**src/rtu_mt_pkg.sv**
```systemverilog
// types, codes and crc step shared by the transaction engine modules
`timescale 1ns / 1ps
package rtu_mt_pkg;

  localparam logic [1:0] OP_CMD  = 2'd0;
  localparam logic [1:0] OP_RSP  = 2'd1;
  localparam logic [1:0] OP_TICK = 2'd2;

  localparam logic [1:0] PH_IDLE = 2'd0;
  localparam logic [1:0] PH_SEND = 2'd1;
  localparam logic [1:0] PH_WAIT = 2'd2;

  localparam logic [1:0] KIND_TX     = 2'd0;
  localparam logic [1:0] KIND_RX     = 2'd1;
  localparam logic [1:0] KIND_STATUS = 2'd2;

  localparam logic [1:0] ST_OK      = 2'd0;
  localparam logic [1:0] ST_CRC     = 2'd1;
  localparam logic [1:0] ST_TIMEOUT = 2'd2;

  localparam logic [15:0] CRC_INIT    = 16'hFFFF;
  localparam logic [15:0] CRC_POLY    = 16'hA001;
  localparam logic [15:0] TIMEOUT_RST = 16'd1000;
  localparam logic [1:0]  RLEN_MAX    = 2'd3;

  localparam int MAX_RES = 4;
  localparam int IDX_W   = 2;

  typedef struct packed {
    logic [1:0] op;
    logic [7:0] data_byte;
    logic       last;
  } rtu_mt_req_t;

  typedef struct packed {
    logic [1:0] kind;
    logic [7:0] out_byte;
    logic [1:0] status;
    logic       end_of_run;
  } rtu_mt_res_t;

  typedef struct packed {
    logic [IDX_W-1:0]          last_idx;
    rtu_mt_res_t [MAX_RES-1:0] res;
  } rtu_mt_job_t;

  function automatic logic [15:0] crc_byte(input logic [15:0] crc_in, input logic [7:0] b);
    logic [15:0] c;
    c = crc_in ^ {8'h00, b};
    for (int i = 0; i < 8; i++) begin
      c = c[0] ? ((c >> 1) ^ CRC_POLY) : (c >> 1);
    end
    return c;
  endfunction

endpackage

```
**src/rtu_master_transaction_top.sv**
```systemverilog
// top level of the modbus rtu master transaction engine
//
//  channel  ports                        handshake
//  request  in_req                       push / full
//  result   out_res                      empty / pop
//  config   cfg_wdata (timeout_ticks)    cfg_we
//
// the front takes one request per cycle while full is low and turns it into a job
// of up to four results; the back hands out one result per cycle while results are popped
// and retires a job once its last result is loaded; results go through the job queue
// and then the back's output register; the job queue (JOB_DEPTH entries) absorbs bursts
// full follows the job queue; synchronous active-low reset; no clearing pass
`timescale 1ns / 1ps
module rtu_master_transaction_top
  import rtu_mt_pkg::*;
#(
  parameter int TIMER_BITS = 16,
  parameter int JOB_DEPTH  = 4
) (
  input  logic        clk,
  input  logic        rst_n,
  input  logic        push,
  output logic        full,
  input  rtu_mt_req_t in_req,
  output logic        empty,
  input  logic        pop,
  output rtu_mt_res_t out_res,
  input  logic        cfg_we,
  input  logic [15:0] cfg_wdata
);

  logic        accept;
  logic        job_push;
  rtu_mt_job_t job_in, job_out;
  logic        q_full, q_empty, q_pop;

  assign full   = q_full;
  assign accept = push && !q_full;

  rtu_mt_front #(
    .TIMER_BITS(TIMER_BITS)
  ) u_front (
    .clk      (clk),
    .rst_n    (rst_n),
    .cfg_we   (cfg_we),
    .cfg_wdata(cfg_wdata),
    .accept   (accept),
    .req      (in_req),
    .job_push (job_push),
    .job      (job_in)
  );

  rtu_mt_queue #(
    .DEPTH(JOB_DEPTH)
  ) u_queue (
    .clk    (clk),
    .rst_n  (rst_n),
    .wr_en  (job_push),
    .wr_data(job_in),
    .full   (q_full),
    .rd_en  (q_pop),
    .rd_data(job_out),
    .empty  (q_empty)
  );

  rtu_mt_back u_back (
    .clk    (clk),
    .rst_n  (rst_n),
    .q_empty(q_empty),
    .q_job  (job_out),
    .q_pop  (q_pop),
    .pop    (pop),
    .empty  (empty),
    .out_res(out_res)
  );

`ifndef SYNTHESIS
  a_no_push_when_full: assert property (@(posedge clk) disable iff (!rst_n)
    job_push |-> !q_full)
    else $error("job pushed into full queue");

  a_status_ends_run: assert property (@(posedge clk) disable iff (!rst_n)
    (!empty && (out_res.kind == KIND_STATUS)) |-> out_res.end_of_run)
    else $error("status result not marked end of run");

  a_pop_only_at_end: assert property (@(posedge clk) disable iff (!rst_n)
    q_pop |-> job_out.res[job_out.last_idx].end_of_run)
    else $error("job retired without end of run result");

  a_empty_after_reset: assert property (@(posedge clk)
    !rst_n |=> empty)
    else $error("result pending after reset");
`endif

endmodule

```
**src/rtu_mt_front.sv**
```systemverilog
// front part: request classification, phase, crc and timer, job building
`timescale 1ns / 1ps
module rtu_mt_front
  import rtu_mt_pkg::*;
#(
  parameter int TIMER_BITS = 16
) (
  input  logic        clk,
  input  logic        rst_n,
  input  logic        cfg_we,
  input  logic [15:0] cfg_wdata,
  input  logic        accept,
  input  rtu_mt_req_t req,
  output logic        job_push,
  output rtu_mt_job_t job
);

  localparam int CW = (TIMER_BITS > 16) ? TIMER_BITS : 16;

  logic [1:0]            phase_r, phase_nxt;
  logic [15:0]           crc_r, crc_nxt;
  logic [TIMER_BITS-1:0] elapsed_r, elapsed_nxt;
  logic [1:0]            rlen_r, rlen_nxt;
  logic [15:0]           timeout_r;

  logic [1:0]            ph;
  logic [15:0]           crc_base, crc_upd;
  logic [TIMER_BITS-1:0] el_base, el_inc;
  logic [CW-1:0]         to_ext;
  logic [2:0]            n_res;

  assign to_ext = CW'(timeout_r);

  always_comb begin
    phase_nxt   = phase_r;
    crc_nxt     = crc_r;
    elapsed_nxt = elapsed_r;
    rlen_nxt    = rlen_r;
    job         = '0;
    n_res       = 3'd0;
    ph          = phase_r;
    crc_base    = crc_r;
    el_base     = elapsed_r;
    el_inc      = (elapsed_r == '1) ? elapsed_r : elapsed_r + 1'b1;
    crc_upd     = crc_byte(crc_base, req.data_byte);
    case (req.op)
      OP_CMD: begin
        if (phase_r == PH_IDLE) begin
          ph       = PH_SEND;
          crc_base = CRC_INIT;
          el_base  = '0;
        end
        crc_upd     = crc_byte(crc_base, req.data_byte);
        elapsed_nxt = el_base;
        phase_nxt   = ph;
        if (ph == PH_SEND) begin
          job.res[0] = '{kind: KIND_TX, out_byte: req.data_byte, status: ST_OK,
                         end_of_run: 1'b0};
          crc_nxt    = crc_upd;
          n_res      = 3'd1;
          if (req.last) begin
            job.res[1] = '{kind: KIND_TX, out_byte: crc_upd[7:0], status: ST_OK,
                           end_of_run: 1'b0};
            job.res[2] = '{kind: KIND_TX, out_byte: crc_upd[15:8], status: ST_OK,
                           end_of_run: 1'b0};
            crc_nxt    = CRC_INIT;
            rlen_nxt   = 2'd0;
            if (CW'(el_base) >= to_ext) begin
              job.res[3] = '{kind: KIND_STATUS, out_byte: 8'h00, status: ST_TIMEOUT,
                             end_of_run: 1'b0};
              n_res      = 3'd4;
              phase_nxt  = PH_IDLE;
            end else begin
              n_res     = 3'd3;
              phase_nxt = PH_WAIT;
            end
          end
        end
      end
      OP_RSP: begin
        if (phase_r == PH_WAIT) begin
          job.res[0] = '{kind: KIND_RX, out_byte: req.data_byte, status: ST_OK,
                         end_of_run: 1'b0};
          crc_nxt    = crc_upd;
          rlen_nxt   = (rlen_r == RLEN_MAX) ? rlen_r : rlen_r + 2'd1;
          n_res      = 3'd1;
          if (req.last) begin
            job.res[1] = '{kind: KIND_STATUS, out_byte: 8'h00,
                           status: ((crc_upd == 16'h0000) && (rlen_nxt == RLEN_MAX))
                                   ? ST_OK : ST_CRC,
                           end_of_run: 1'b0};
            n_res      = 3'd2;
            phase_nxt  = PH_IDLE;
          end
        end
      end
      OP_TICK: begin
        if ((phase_r == PH_SEND) || (phase_r == PH_WAIT)) begin
          elapsed_nxt = el_inc;
          if ((phase_r == PH_WAIT) && (CW'(el_inc) >= to_ext)) begin
            job.res[0] = '{kind: KIND_STATUS, out_byte: 8'h00, status: ST_TIMEOUT,
                           end_of_run: 1'b0};
            n_res      = 3'd1;
            phase_nxt  = PH_IDLE;
          end
        end
      end
      default: begin
      end
    endcase
    job.last_idx = IDX_W'(n_res - 3'd1);
    if (n_res != 3'd0) begin
      job.res[job.last_idx].end_of_run = 1'b1;
    end
  end

  assign job_push = accept && (n_res != 3'd0);

  always_ff @(posedge clk) begin
    if (!rst_n) begin
      phase_r   <= PH_IDLE;
      crc_r     <= CRC_INIT;
      elapsed_r <= '0;
      rlen_r    <= 2'd0;
      timeout_r <= TIMEOUT_RST;
    end else begin
      if (accept) begin
        phase_r   <= phase_nxt;
        crc_r     <= crc_nxt;
        elapsed_r <= elapsed_nxt;
        rlen_r    <= rlen_nxt;
      end
      if (cfg_we) begin
        timeout_r <= cfg_wdata;
      end
    end
  end

endmodule

```
**src/rtu_mt_queue.sv**
```systemverilog
// job queue between front and back parts
`timescale 1ns / 1ps
module rtu_mt_queue
  import rtu_mt_pkg::*;
#(
  parameter int DEPTH = 4
) (
  input  logic        clk,
  input  logic        rst_n,
  input  logic        wr_en,
  input  rtu_mt_job_t wr_data,
  output logic        full,
  input  logic        rd_en,
  output rtu_mt_job_t rd_data,
  output logic        empty
);

  localparam int PW = (DEPTH > 1) ? $clog2(DEPTH) : 1;
  localparam int CNT_W = $clog2(DEPTH + 1);

  rtu_mt_job_t      mem [DEPTH];
  logic [PW-1:0]    wptr_r, rptr_r;
  logic [CNT_W-1:0] cnt_r;
  logic             do_wr, do_rd;

  assign full    = (cnt_r == CNT_W'(DEPTH));
  assign empty   = (cnt_r == '0);
  assign do_wr   = wr_en && !full;
  assign do_rd   = rd_en && !empty;
  assign rd_data = mem[rptr_r];

  always_ff @(posedge clk) begin
    if (do_wr) begin
      mem[wptr_r] <= wr_data;
    end
  end

  always_ff @(posedge clk) begin
    if (!rst_n) begin
      wptr_r <= '0;
      rptr_r <= '0;
      cnt_r  <= '0;
    end else begin
      if (do_wr) begin
        wptr_r <= (wptr_r == PW'(DEPTH - 1)) ? '0 : wptr_r + 1'b1;
      end
      if (do_rd) begin
        rptr_r <= (rptr_r == PW'(DEPTH - 1)) ? '0 : rptr_r + 1'b1;
      end
      if (do_wr && !do_rd) begin
        cnt_r <= cnt_r + 1'b1;
      end else if (do_rd && !do_wr) begin
        cnt_r <= cnt_r - 1'b1;
      end
    end
  end

endmodule

```
**src/rtu_mt_back.sv**
```systemverilog
// back part: job results into the output register, one per cycle unless stalled
`timescale 1ns / 1ps
module rtu_mt_back
  import rtu_mt_pkg::*;
(
  input  logic        clk,
  input  logic        rst_n,
  input  logic        q_empty,
  input  rtu_mt_job_t q_job,
  output logic        q_pop,
  input  logic        pop,
  output logic        empty,
  output rtu_mt_res_t out_res
);

  logic             out_valid_r;
  rtu_mt_res_t      out_res_r;
  logic [IDX_W-1:0] idx_r;
  logic             load;

  assign load    = (!out_valid_r || pop) && !q_empty;
  assign q_pop   = load && (idx_r == q_job.last_idx);
  assign empty   = !out_valid_r;
  assign out_res = out_res_r;

  always_ff @(posedge clk) begin
    if (load) begin
      out_res_r <= q_job.res[idx_r];
    end
  end

  always_ff @(posedge clk) begin
    if (!rst_n) begin
      out_valid_r <= 1'b0;
      idx_r       <= '0;
    end else begin
      if (load) begin
        out_valid_r <= 1'b1;
        idx_r       <= q_pop ? '0 : idx_r + 1'b1;
      end else if (pop) begin
        out_valid_r <= 1'b0;
      end
    end
  end

endmodule
```
**config.mk**
```make
export PLATFORM = sky130hd
export DESIGN_NAME = rtu_master_transaction_top
export DESIGN_NICKNAME = d
export VERILOG_FILES = /design/src/rtu_mt_pkg.sv /design/src/rtu_master_transaction_top.sv /design/src/rtu_mt_front.sv /design/src/rtu_mt_queue.sv /design/src/rtu_mt_back.sv
export SDC_FILE = /design/constraint.sdc
export NUM_CORES = 1
export LEC_CHECK = 0
export BUFFER_PORTS_ARGS = -buffer_cell sky130_fd_sc_hd__buf_4
export CAP_MARGIN = 25
export CORE_MARGIN = 3
export CORE_UTILIZATION = 65
export DETAILED_ROUTE_END_ITERATION = 10
export GPL_TIMING_DRIVEN = 0
export HOLD_SLACK_MARGIN = 0.06
export PLACE_DENSITY = 0.87
export SETUP_SLACK_MARGIN = 0.05
export SLEW_MARGIN = 20
export SYNTH_ARGS = -nofsm -noshare
export SYNTH_HDL_FRONTEND = slang
export SYNTH_SLANG_ARGS = --single-unit
```
**constraint.sdc**
```tcl
create_clock -name clk -period 14.5 [get_ports clk]
set_input_delay 2.175 -clock clk [delete_from_list [all_inputs] [get_ports clk]]
set_output_delay 2.175 -clock clk [all_outputs]
set_load 0.005 [all_outputs]
```
==> results of run 1 <==
## stage by stage
stage	worst slack, ns	power, W
finish	7.67	0.00159
global route	7.06	0.00165
CTS	7.86	0.00160
detailed placement	7.92	0.00101
global placement	7.63	0.000989
floorplan	9.08	0.000906
## worst max-delay path by stage
stage,end,from
floorplan,u_queue.mem[3][0],in_req[9]
global placement,u_queue.mem[1][7],u_front.elapsed_r[3]
detailed placement,u_queue.cnt_r[2],u_front.elapsed_r[3]
CTS,u_queue.cnt_r[2],u_front.elapsed_r[3]
global route,u_queue.cnt_r[2],u_front.elapsed_r[3]
finish,u_queue.cnt_r[2],u_front.elapsed_r[3]
## state kept, by name, indices dropped and copies added, names as in the netlist, named ones only
register            flops
u_back.idx_r            2
u_back.out_res         13
u_back.out_valid_r      1
u_front.crc_r          16
u_front.elapsed_r      16
u_front.phase_r         2
u_front.rlen_r          2
u_front.timeout_r      16
u_queue.cnt_r           3
u_queue.mem           140
u_queue.rptr_r          2
u_queue.wptr_r          2
## Yosys cell counts (all sizes together) (3+ instances only)
library cell / n
edfxtp: 153
nor2: 79
dfxtp: 64
ha: 52
inv: 46
nand2: 44
xnor2: 44
a21oi: 37
mux4: 36
clkbuf: 32
nor2b: 30
o21ai: 30
mux2i: 24
nand3: 20
and2: 19
xor2: 19
nor3: 18
o22ai: 11
a21o: 9
buf: 8
a22oi: 7
nand2b: 6
o211ai: 6
a211oi: 5
a221oi: 5
nand4: 5
nor4: 5
or3: 5
a21boi: 3
a31oi: 3
and3: 3
## power by group
part           switching, W  leakage [nW]  total (W)  internal, W
registers         0.0000201          1.91   0.000728     0.000708
logic              0.000152          2.19   0.000274     0.000122
clock network      0.000234         0.373   0.000592     0.000358
total              0.000406          4.47    0.00159      0.00119
## layer usage
metal / share of wire (%) / vias up / global-route usage (%)
met5: 0 / - / 0
met4: 3.4 / 0 / 8.63
met2: 51 / 395 / 51.9
met3: 7.6 / 74 / 3.81
met1: 38 / 3522 / 37.9
li1: - / 3265 / -
## critical path: cells and delay by family, from the launching register on
kind	cells	cell delay, ns
adder cells (fa/ha/maj)	4	1.29
buffers and inverters	2	0.25
XOR/XNOR	2	0.34
AO/OA/AOI/OAI	6	1.98
flip-flops	1	0.30
AND/OR/NAND/NOR	7	2.60
## final cells by class
cell class                      count  area [µm²]
Sequential cell                   217        5880
Multi-Input combinational cell    550        4370
Fill cell                        1006        3900
Clock buffer                       30         631
Timing Repair Buffer               47         407
Tap cell                          216         270
Buffer                             40         179
Inverter                           47         176
Clock inverter                     10         135
## cell families (layout without fill, tap and decap cells)
logic type,Yosys count,count (layout)
adder cells (fa/ha/maj),53,53
flip-flops,217,217
multiplexers,61,61
buffers and inverters,87,174
AO/OA/AOI/OAI,131,131
AND/OR/NAND/NOR,241,241
XOR/XNOR,64,64
==> summary.md, run 1 <==
| Metric | Value |
|---|---|
| Number of synthesized register bits | `217` |
| Chip Height | `between 100 and 150 µm` |
| Hold wc startpoint | `u_front.phase_r[1]` |
| Setup bufs post-CTS | `0` |
| Final ANT Viol Nets | `0` |
| Peak fanout along the critical path | `9` |
| Crit Path Class | `reg2reg` |
| Final hold vios | `0` |
| Simple-gate share of the synthesized area | `approximately 11%` |
| Req. time, crit path | `14.93 ns` |
| Area grow syn2layout | `13.7%` |
| Die width | `about 130 µm` |
| DP Cell Count | `around 1100` |
| Fin crit share | `47.1%` |
| Vias | `about 7300` |
| Ys flop type | `edfxtp_1` |
| Hold path depth | `2` |
| Worst setup SP type | `register` |
| CTS Sinks | `between 200 and 250` |
| Die Area | `17900 µm²` |
| Min Tclk post-route | `6.83 ns` |
| Slew Viols, Final | `0` |
| Syn nets | `approximately 940` |
| P_leak | `between 4 and 5 nW` |
| Nets | `1010` |
| Core Rows | `between 40 and 50` |
| Slew @ Worst Pin | `roughly 0.97 ns` |
| TritonCTS clock tree | `built` |
| Post-Syn Instances | `about 850` |
| Mean Syn Cell Area | `about 12 µm²` |
| Final Non-Filler Cells | `approximately 1200` |
| Ant. Diodes | `0` |
| Buffers added on ports | `42` |
| Largest family of logic cells by synthesized area | `simple AND/OR/NAND/NOR gates` |
| Hold WS | `approximately 0.49 ns` |
| Longest Clk Path Bufs | `3` |
| First-pass GRT wire length | `about 40 mm` |
| GPL Wtd Cong | `around 0.94` |
| Wire per inst | `around 22 µm` |
| VDD IR max | `just over 90 µV` |
| Residual DRC | `0` |
| GRT Util Overall | `between 20 and 30%` |
| Synth top area cells | `edfxtp_1 (43%), dfxtp_1 (12%), mux4_2 (7.7%), ha_1 (6.1%), xnor2_1 (3.5%)` |
| Clk slew on worst S/H paths | `0.06 ns` |
| Slowest stage delay, CP | `~0.86 ns` |
| CP max-delay cell | `nor4b_1` |
| Share of cells above drive strength 1 | `15.3%` |
| Post-Synth Adder-Cell Area | `under 10%` |
| Synth Area in Compound Gates | `between 7 and 8%` |
| Setup Skew | `approximately 0.023 ns` |
| Worst R2R Start | `u_front.elapsed_r[3]` |
| Synthesized area | `10600 µm²` |
| Unrepaired setup endpoints after global routing | `no` |
| Initial antenna violation count | `0` |
| CTS root buffer | `clkbuf_16` |
| 1st-pass router iterations | `6` |
| Commonest non-fill, non-tap cells in the layout | `edfxtp_1 (153), nor2_1 (78), dfxtp_1 (64), ha_1 (52), inv_1 (46)` |
| Synth Warn # | `0` |
| Post-cts sizing count | `0` |
| Post-synth ARST share | `0%` |
| Hold WC Path Type | `reg2reg` |
| Post-Synth XOR/XNOR Area | `5.89%` |
| Slew margin rel. | `34.7%` |
| Worst Hold End | `u_front.phase_r[1]` |
| Vias in the first global route | `slightly above 7000` |
| TritonCTS buffer count | `22` |
| Worst path arrival time | `between 7 and 8 ns` |
| Multiplexer share of the synthesized area | `between 10% and 20%` |
| Final Instance Area | `between 10000 and 15000 µm²` |
| Sequential cell area fraction in the yosys report | `between 50% and 60%` |
| Power per standard cell area | `132 nW/µm²` |
| Core Box Area | `15900 µm²` |
| Congestion Overflow GR | `0` |
| Leading area contributor after synthesis | `edfxtp_1` |
| Number of max-cap violations | `0` |
| Synth cell types | `just over 60` |
| Cells on worst reg2reg path | `21` |
| FF-to-FF End | `u_queue.cnt_r[2]` |
| Fmax achieved | `around 0.15 GHz` |
| Initial DRC count | `between 800 and 900` |
| Cell chain of the critical path | `buf_2, and4_1, nand4_1, nor3_1, nor2_1, and2_1, xor2_1, ha_1, o21ai_0, a2111oi_0, a21oi_1, nor4b_1, a21oi_1, ha_1, o22ai_1, ha_1, inv_1, fa_1, xor2_1, or3_1, a21oi_1` |
| Final setup vio count | `0` |
| Most common cell after layout, fill and taps aside | `edfxtp_1` |
| Depth of the CTS H-tree | `1` |
| Largest net degree at the start of global routing | `30` |
| Final HPWL DP | `17.5 mm` |
| Top Ports | `47` |
| Post-DP Area | `approximately 11000 µm²` |
| Effective utilization at floorplan | `between 60 and 70%` |
| Skew-Pair Late Insertion Delay | `approximately 0.51 ns` |
| Critical Path Sink Type | `register` |
| Yosys top cell area share | `between 40% and 50%` |
| Reg2reg setup slack | `between 7 and 8 ns` |
| Final WL | `25.7 mm` |
| Post-synth EDFFs | `around 150` |
| Status | `completed` |
| Post-route setup TNS | `0 ns` |
| Post-CTS Hold Buffers | `0` |
| Vias per cell | `between 6 and 7` |
| Fin util | `75.5%` |
No activity file was read; power rests on OpenSTA's default activity.
==> run 2, diff against run 1 <==
--- a/config.mk
+++ b/config.mk
@@ -8,11 +8,11 @@
 export BUFFER_PORTS_ARGS = -buffer_cell sky130_fd_sc_hd__buf_4
 export CAP_MARGIN = 25
 export CORE_MARGIN = 3
-export CORE_UTILIZATION = 65
+export CORE_UTILIZATION = 62
 export DETAILED_ROUTE_END_ITERATION = 10
 export GPL_TIMING_DRIVEN = 0
 export HOLD_SLACK_MARGIN = 0.06
-export PLACE_DENSITY = 0.87
+export PLACE_DENSITY = 0.83
 export SETUP_SLACK_MARGIN = 0.05
 export SLEW_MARGIN = 20
 export SYNTH_ARGS = -nofsm -noshare
==> constraint.sdc (replaced) <==
create_clock -name clk -period 6.4 [get_ports clk]
set_input_delay 0.96 -clock clk [delete_from_list [all_inputs] [get_ports clk]]
set_output_delay 0.96 -clock clk [all_outputs]
set_load 0.005 [all_outputs]
==> run 2 against run 1 <==
Effect of this change: wire length fell by 7.2%; sequential cell count did not move; critical endpoint unchanged; worst hold slack got worse by 0.0034 ns; via count fell by 3.8%; final cell count rose by 0.61%; clock skew rose by 0.0049 ns; die area rose by 4.6%; clock power rose by 140%; largest cell class unchanged; count of clock-buffer cells in the layout did not move; power rose by 130%; worst setup slack got worse by 7.2 ns.
==> summary.md, run 2 (synthesis results as in run 1) <==
| Metric | Value |
|---|---|
| Switching share of power | `between 20% and 30%` |
| Skew-Pair Late Insertion Delay | `slightly above 0.5 ns` |
| Int Pwr | `approximately 0.0028 W` |
| CP max-delay cell | `clkbuf_1` |
| Worst setup SP type | `register` |
| Power per standard cell area | `between 300 and 400 nW/µm²` |
| Setup Skew | `0.0278 ns` |
| Residual DRC | `0` |
| Fin crit share | `92.8%` |
| Slowest stage delay, CP | `between 0.4 and 0.5 ns` |
| Clk pwr share | `38.5%` |
| Hold path depth | `2` |
| Final HPWL DP | `between 15 and 20 mm` |
| Final ANT Viol Nets | `0` |
| Core Rows | `47` |
| DP Cell Count | `1121` |
| TritonCTS buffer count | `23` |
| TritonCTS clock tree | `built` |
| Die Area | `approximately 19000 µm²` |
| Final-layout fill cell count | `about 1100` |
| Top Ports | `between 40 and 50` |
| GPL Wtd Cong | `between 0.9 and 1` |
| Fin util | `between 70% and 80%` |
| Cells on worst reg2reg path | `21` |
| Status | `completed` |
| Initial DRC count | `between 600 and 700` |
| Most common cell after layout, fill and taps aside | `edfxtp_1` |
| Area grow syn2layout | `14.7%` |
| Cell chain of the critical path | `inv_1, ha_1, clkbuf_8, clkbuf_1, clkbuf_1, nor2b_1, ha_1, and3_1, a221o_1, a221oi_1, o221ai_1, o21ai_0, a21oi_1, ha_1, o22ai_2, ha_1, inv_1, fa_1, xor2_1, or3_1, a21oi_1` |
| Core Box Area | `roughly 17000 µm²` |
| Congestion Overflow GR | `0` |
| Largest net degree at the start of global routing | `29` |
| Post-DP Area | `~11000 µm²` |
| Number of max-cap violations | `0` |
| Crit Path Class | `reg2reg` |
| Vias in the first global route | `6945` |
| Final setup vio count | `0` |
| Setup ws final | `about 0.46 ns` |
| Longest Clk Path Bufs | `3` |
| Wire per inst | `20.5 µm` |
| Ant. Diodes | `0` |
| Req. time, crit path | `around 6.8 ns` |
| Vias | `roughly 7000` |
| Combinational Power Share | `16.7%` |
| Final Power | `between 0.003 and 0.004 W` |
| CTS root buffer | `clkbuf_16` |
| Post-CTS Hold Buffers | `0` |
| Commonest non-fill, non-tap cells in the layout | `edfxtp_1 (153), nor2_1 (78), dfxtp_1 (64), ha_1 (52), inv_1 (46)` |
| VDD IR max | `about 200 µV` |
| Effective utilization at floorplan | `a little under two thirds` |
| Final Non-Filler Cells | `about 1200` |
| Critical Path Sink Type | `register` |
| Final WL | `23.8 mm` |
| Final Instance Area | `12100 µm²` |
| Nets | `between 1000 and 1500` |
| Cell mode on critical path | `ha_1` |
| Fmax achieved | `around 0.17 GHz` |
| CTS Sinks | `217` |
| Unrepaired setup endpoints after global routing | `no` |
| Die width | `around 140 µm` |
| Chip Height | `about 140 µm` |
| Vias per cell | `6.00` |
| Buffers added on ports | `42` |
| Clk slew on worst S/H paths | `roughly 0.06 ns` |
| Final hold vios | `0` |
| Reg with most FFs | `u_queue.mem` |
| P_leak | `between 4 and 5 nW` |
| GRT Util Overall | `a little over a quarter` |
| Setup Slack @ Placement | `-0.181 ns` |
| Depth of the CTS H-tree | `1` |
| Worst path arrival time | `around 6.3 ns` |
| Initial antenna violation count | `0` |
| Share of cells above drive strength 1 | `between 10% and 20%` |
| Hold WC Path Type | `reg2reg` |
| Power share of the sequential group | `between 40% and 50%` |
| Slew margin rel. | `39.8%` |
| Slew Viols, Final | `0` |
| First-pass GRT wire length | `37.7 mm` |
| Min Tclk post-route | `5.94 ns` |
| Slew @ Worst Pin | `about 0.90 ns` |
| 1st-pass router iterations | `8` |
| Max reg flops | `140` |
| P_sw | `around 0.00090 W` |
| Peak fanout along the critical path | `10` |
run 2: cell type report:
class	instances	area [µm²]	share of cell area (%)
plain buffers	40	179	1.47
clock buffers	30	632	5.20
clock inverters	12	186	1.53
inverters	47	176	1.45
multi-input cells	550	4400	36.2
flip-flops and latches	217	5880	48.4
well taps	220	275	2.27
repair buffers	48	422	3.47
run 2: what timing repair did:
item | CTS | global route
gates cloned | 0 | 0
pin swaps | 0 | 0
resized for setup | 2 | 4
setup endpoints to repair | 13 | 82
setup buffers | 0 | 0
run 2: worst max-delay path, delay by kind of cell (launching register included):
family                   cells  cell delay, ns
AO/OA/AOI/OAI                7            2.05
buffers and inverters        5            1.21
flip-flops                   1            0.32
XOR/XNOR                     1            0.18
adder cells (fa/ha/maj)      5            1.42
AND/OR/NAND/NOR              3            0.64
run 2: stage by stage:
step | hold slack (ns) | setup TNS, ns
global route | 0.510 | 0
floorplan | 0.451 | 0
global placement | 0.465 | -75.99
detailed placement | 0.477 | -0.181
finish | 0.484 | 0
CTS | 0.485 | 0
run 2: path summary, 6_finish.rpt:
kind,start,slack [ns],end
setup / recovery,u_front.phase_r[1],0.46,u_queue.cnt_r[2]
setup reg to reg,u_front.phase_r[1],0.46,u_queue.cnt_r[2]
hold / removal,u_front.phase_r[1],0.48,u_front.phase_r[1]
hold reg to reg,u_front.phase_r[1],0.48,u_front.phase_r[1]
run 2: metal layers:
metal	routed length (µm)	track usage [%]
met4	547	7.22
met5	0	0
met3	1530	3.16
met1	10100	36.3
met2	11700	44.3
run 2: power by group through the flow:
stage          combinational [W]  sequential [W]  clock, W
5_1_grt                 0.000675         0.00165   0.00149
6_report                0.000614         0.00164   0.00142
3_3_place_gp            0.000571         0.00167         0
4_1_cts                 0.000615         0.00164   0.00143
3_5_place_dp            0.000606         0.00167         0
2_1_floorplan           0.000382         0.00167         0
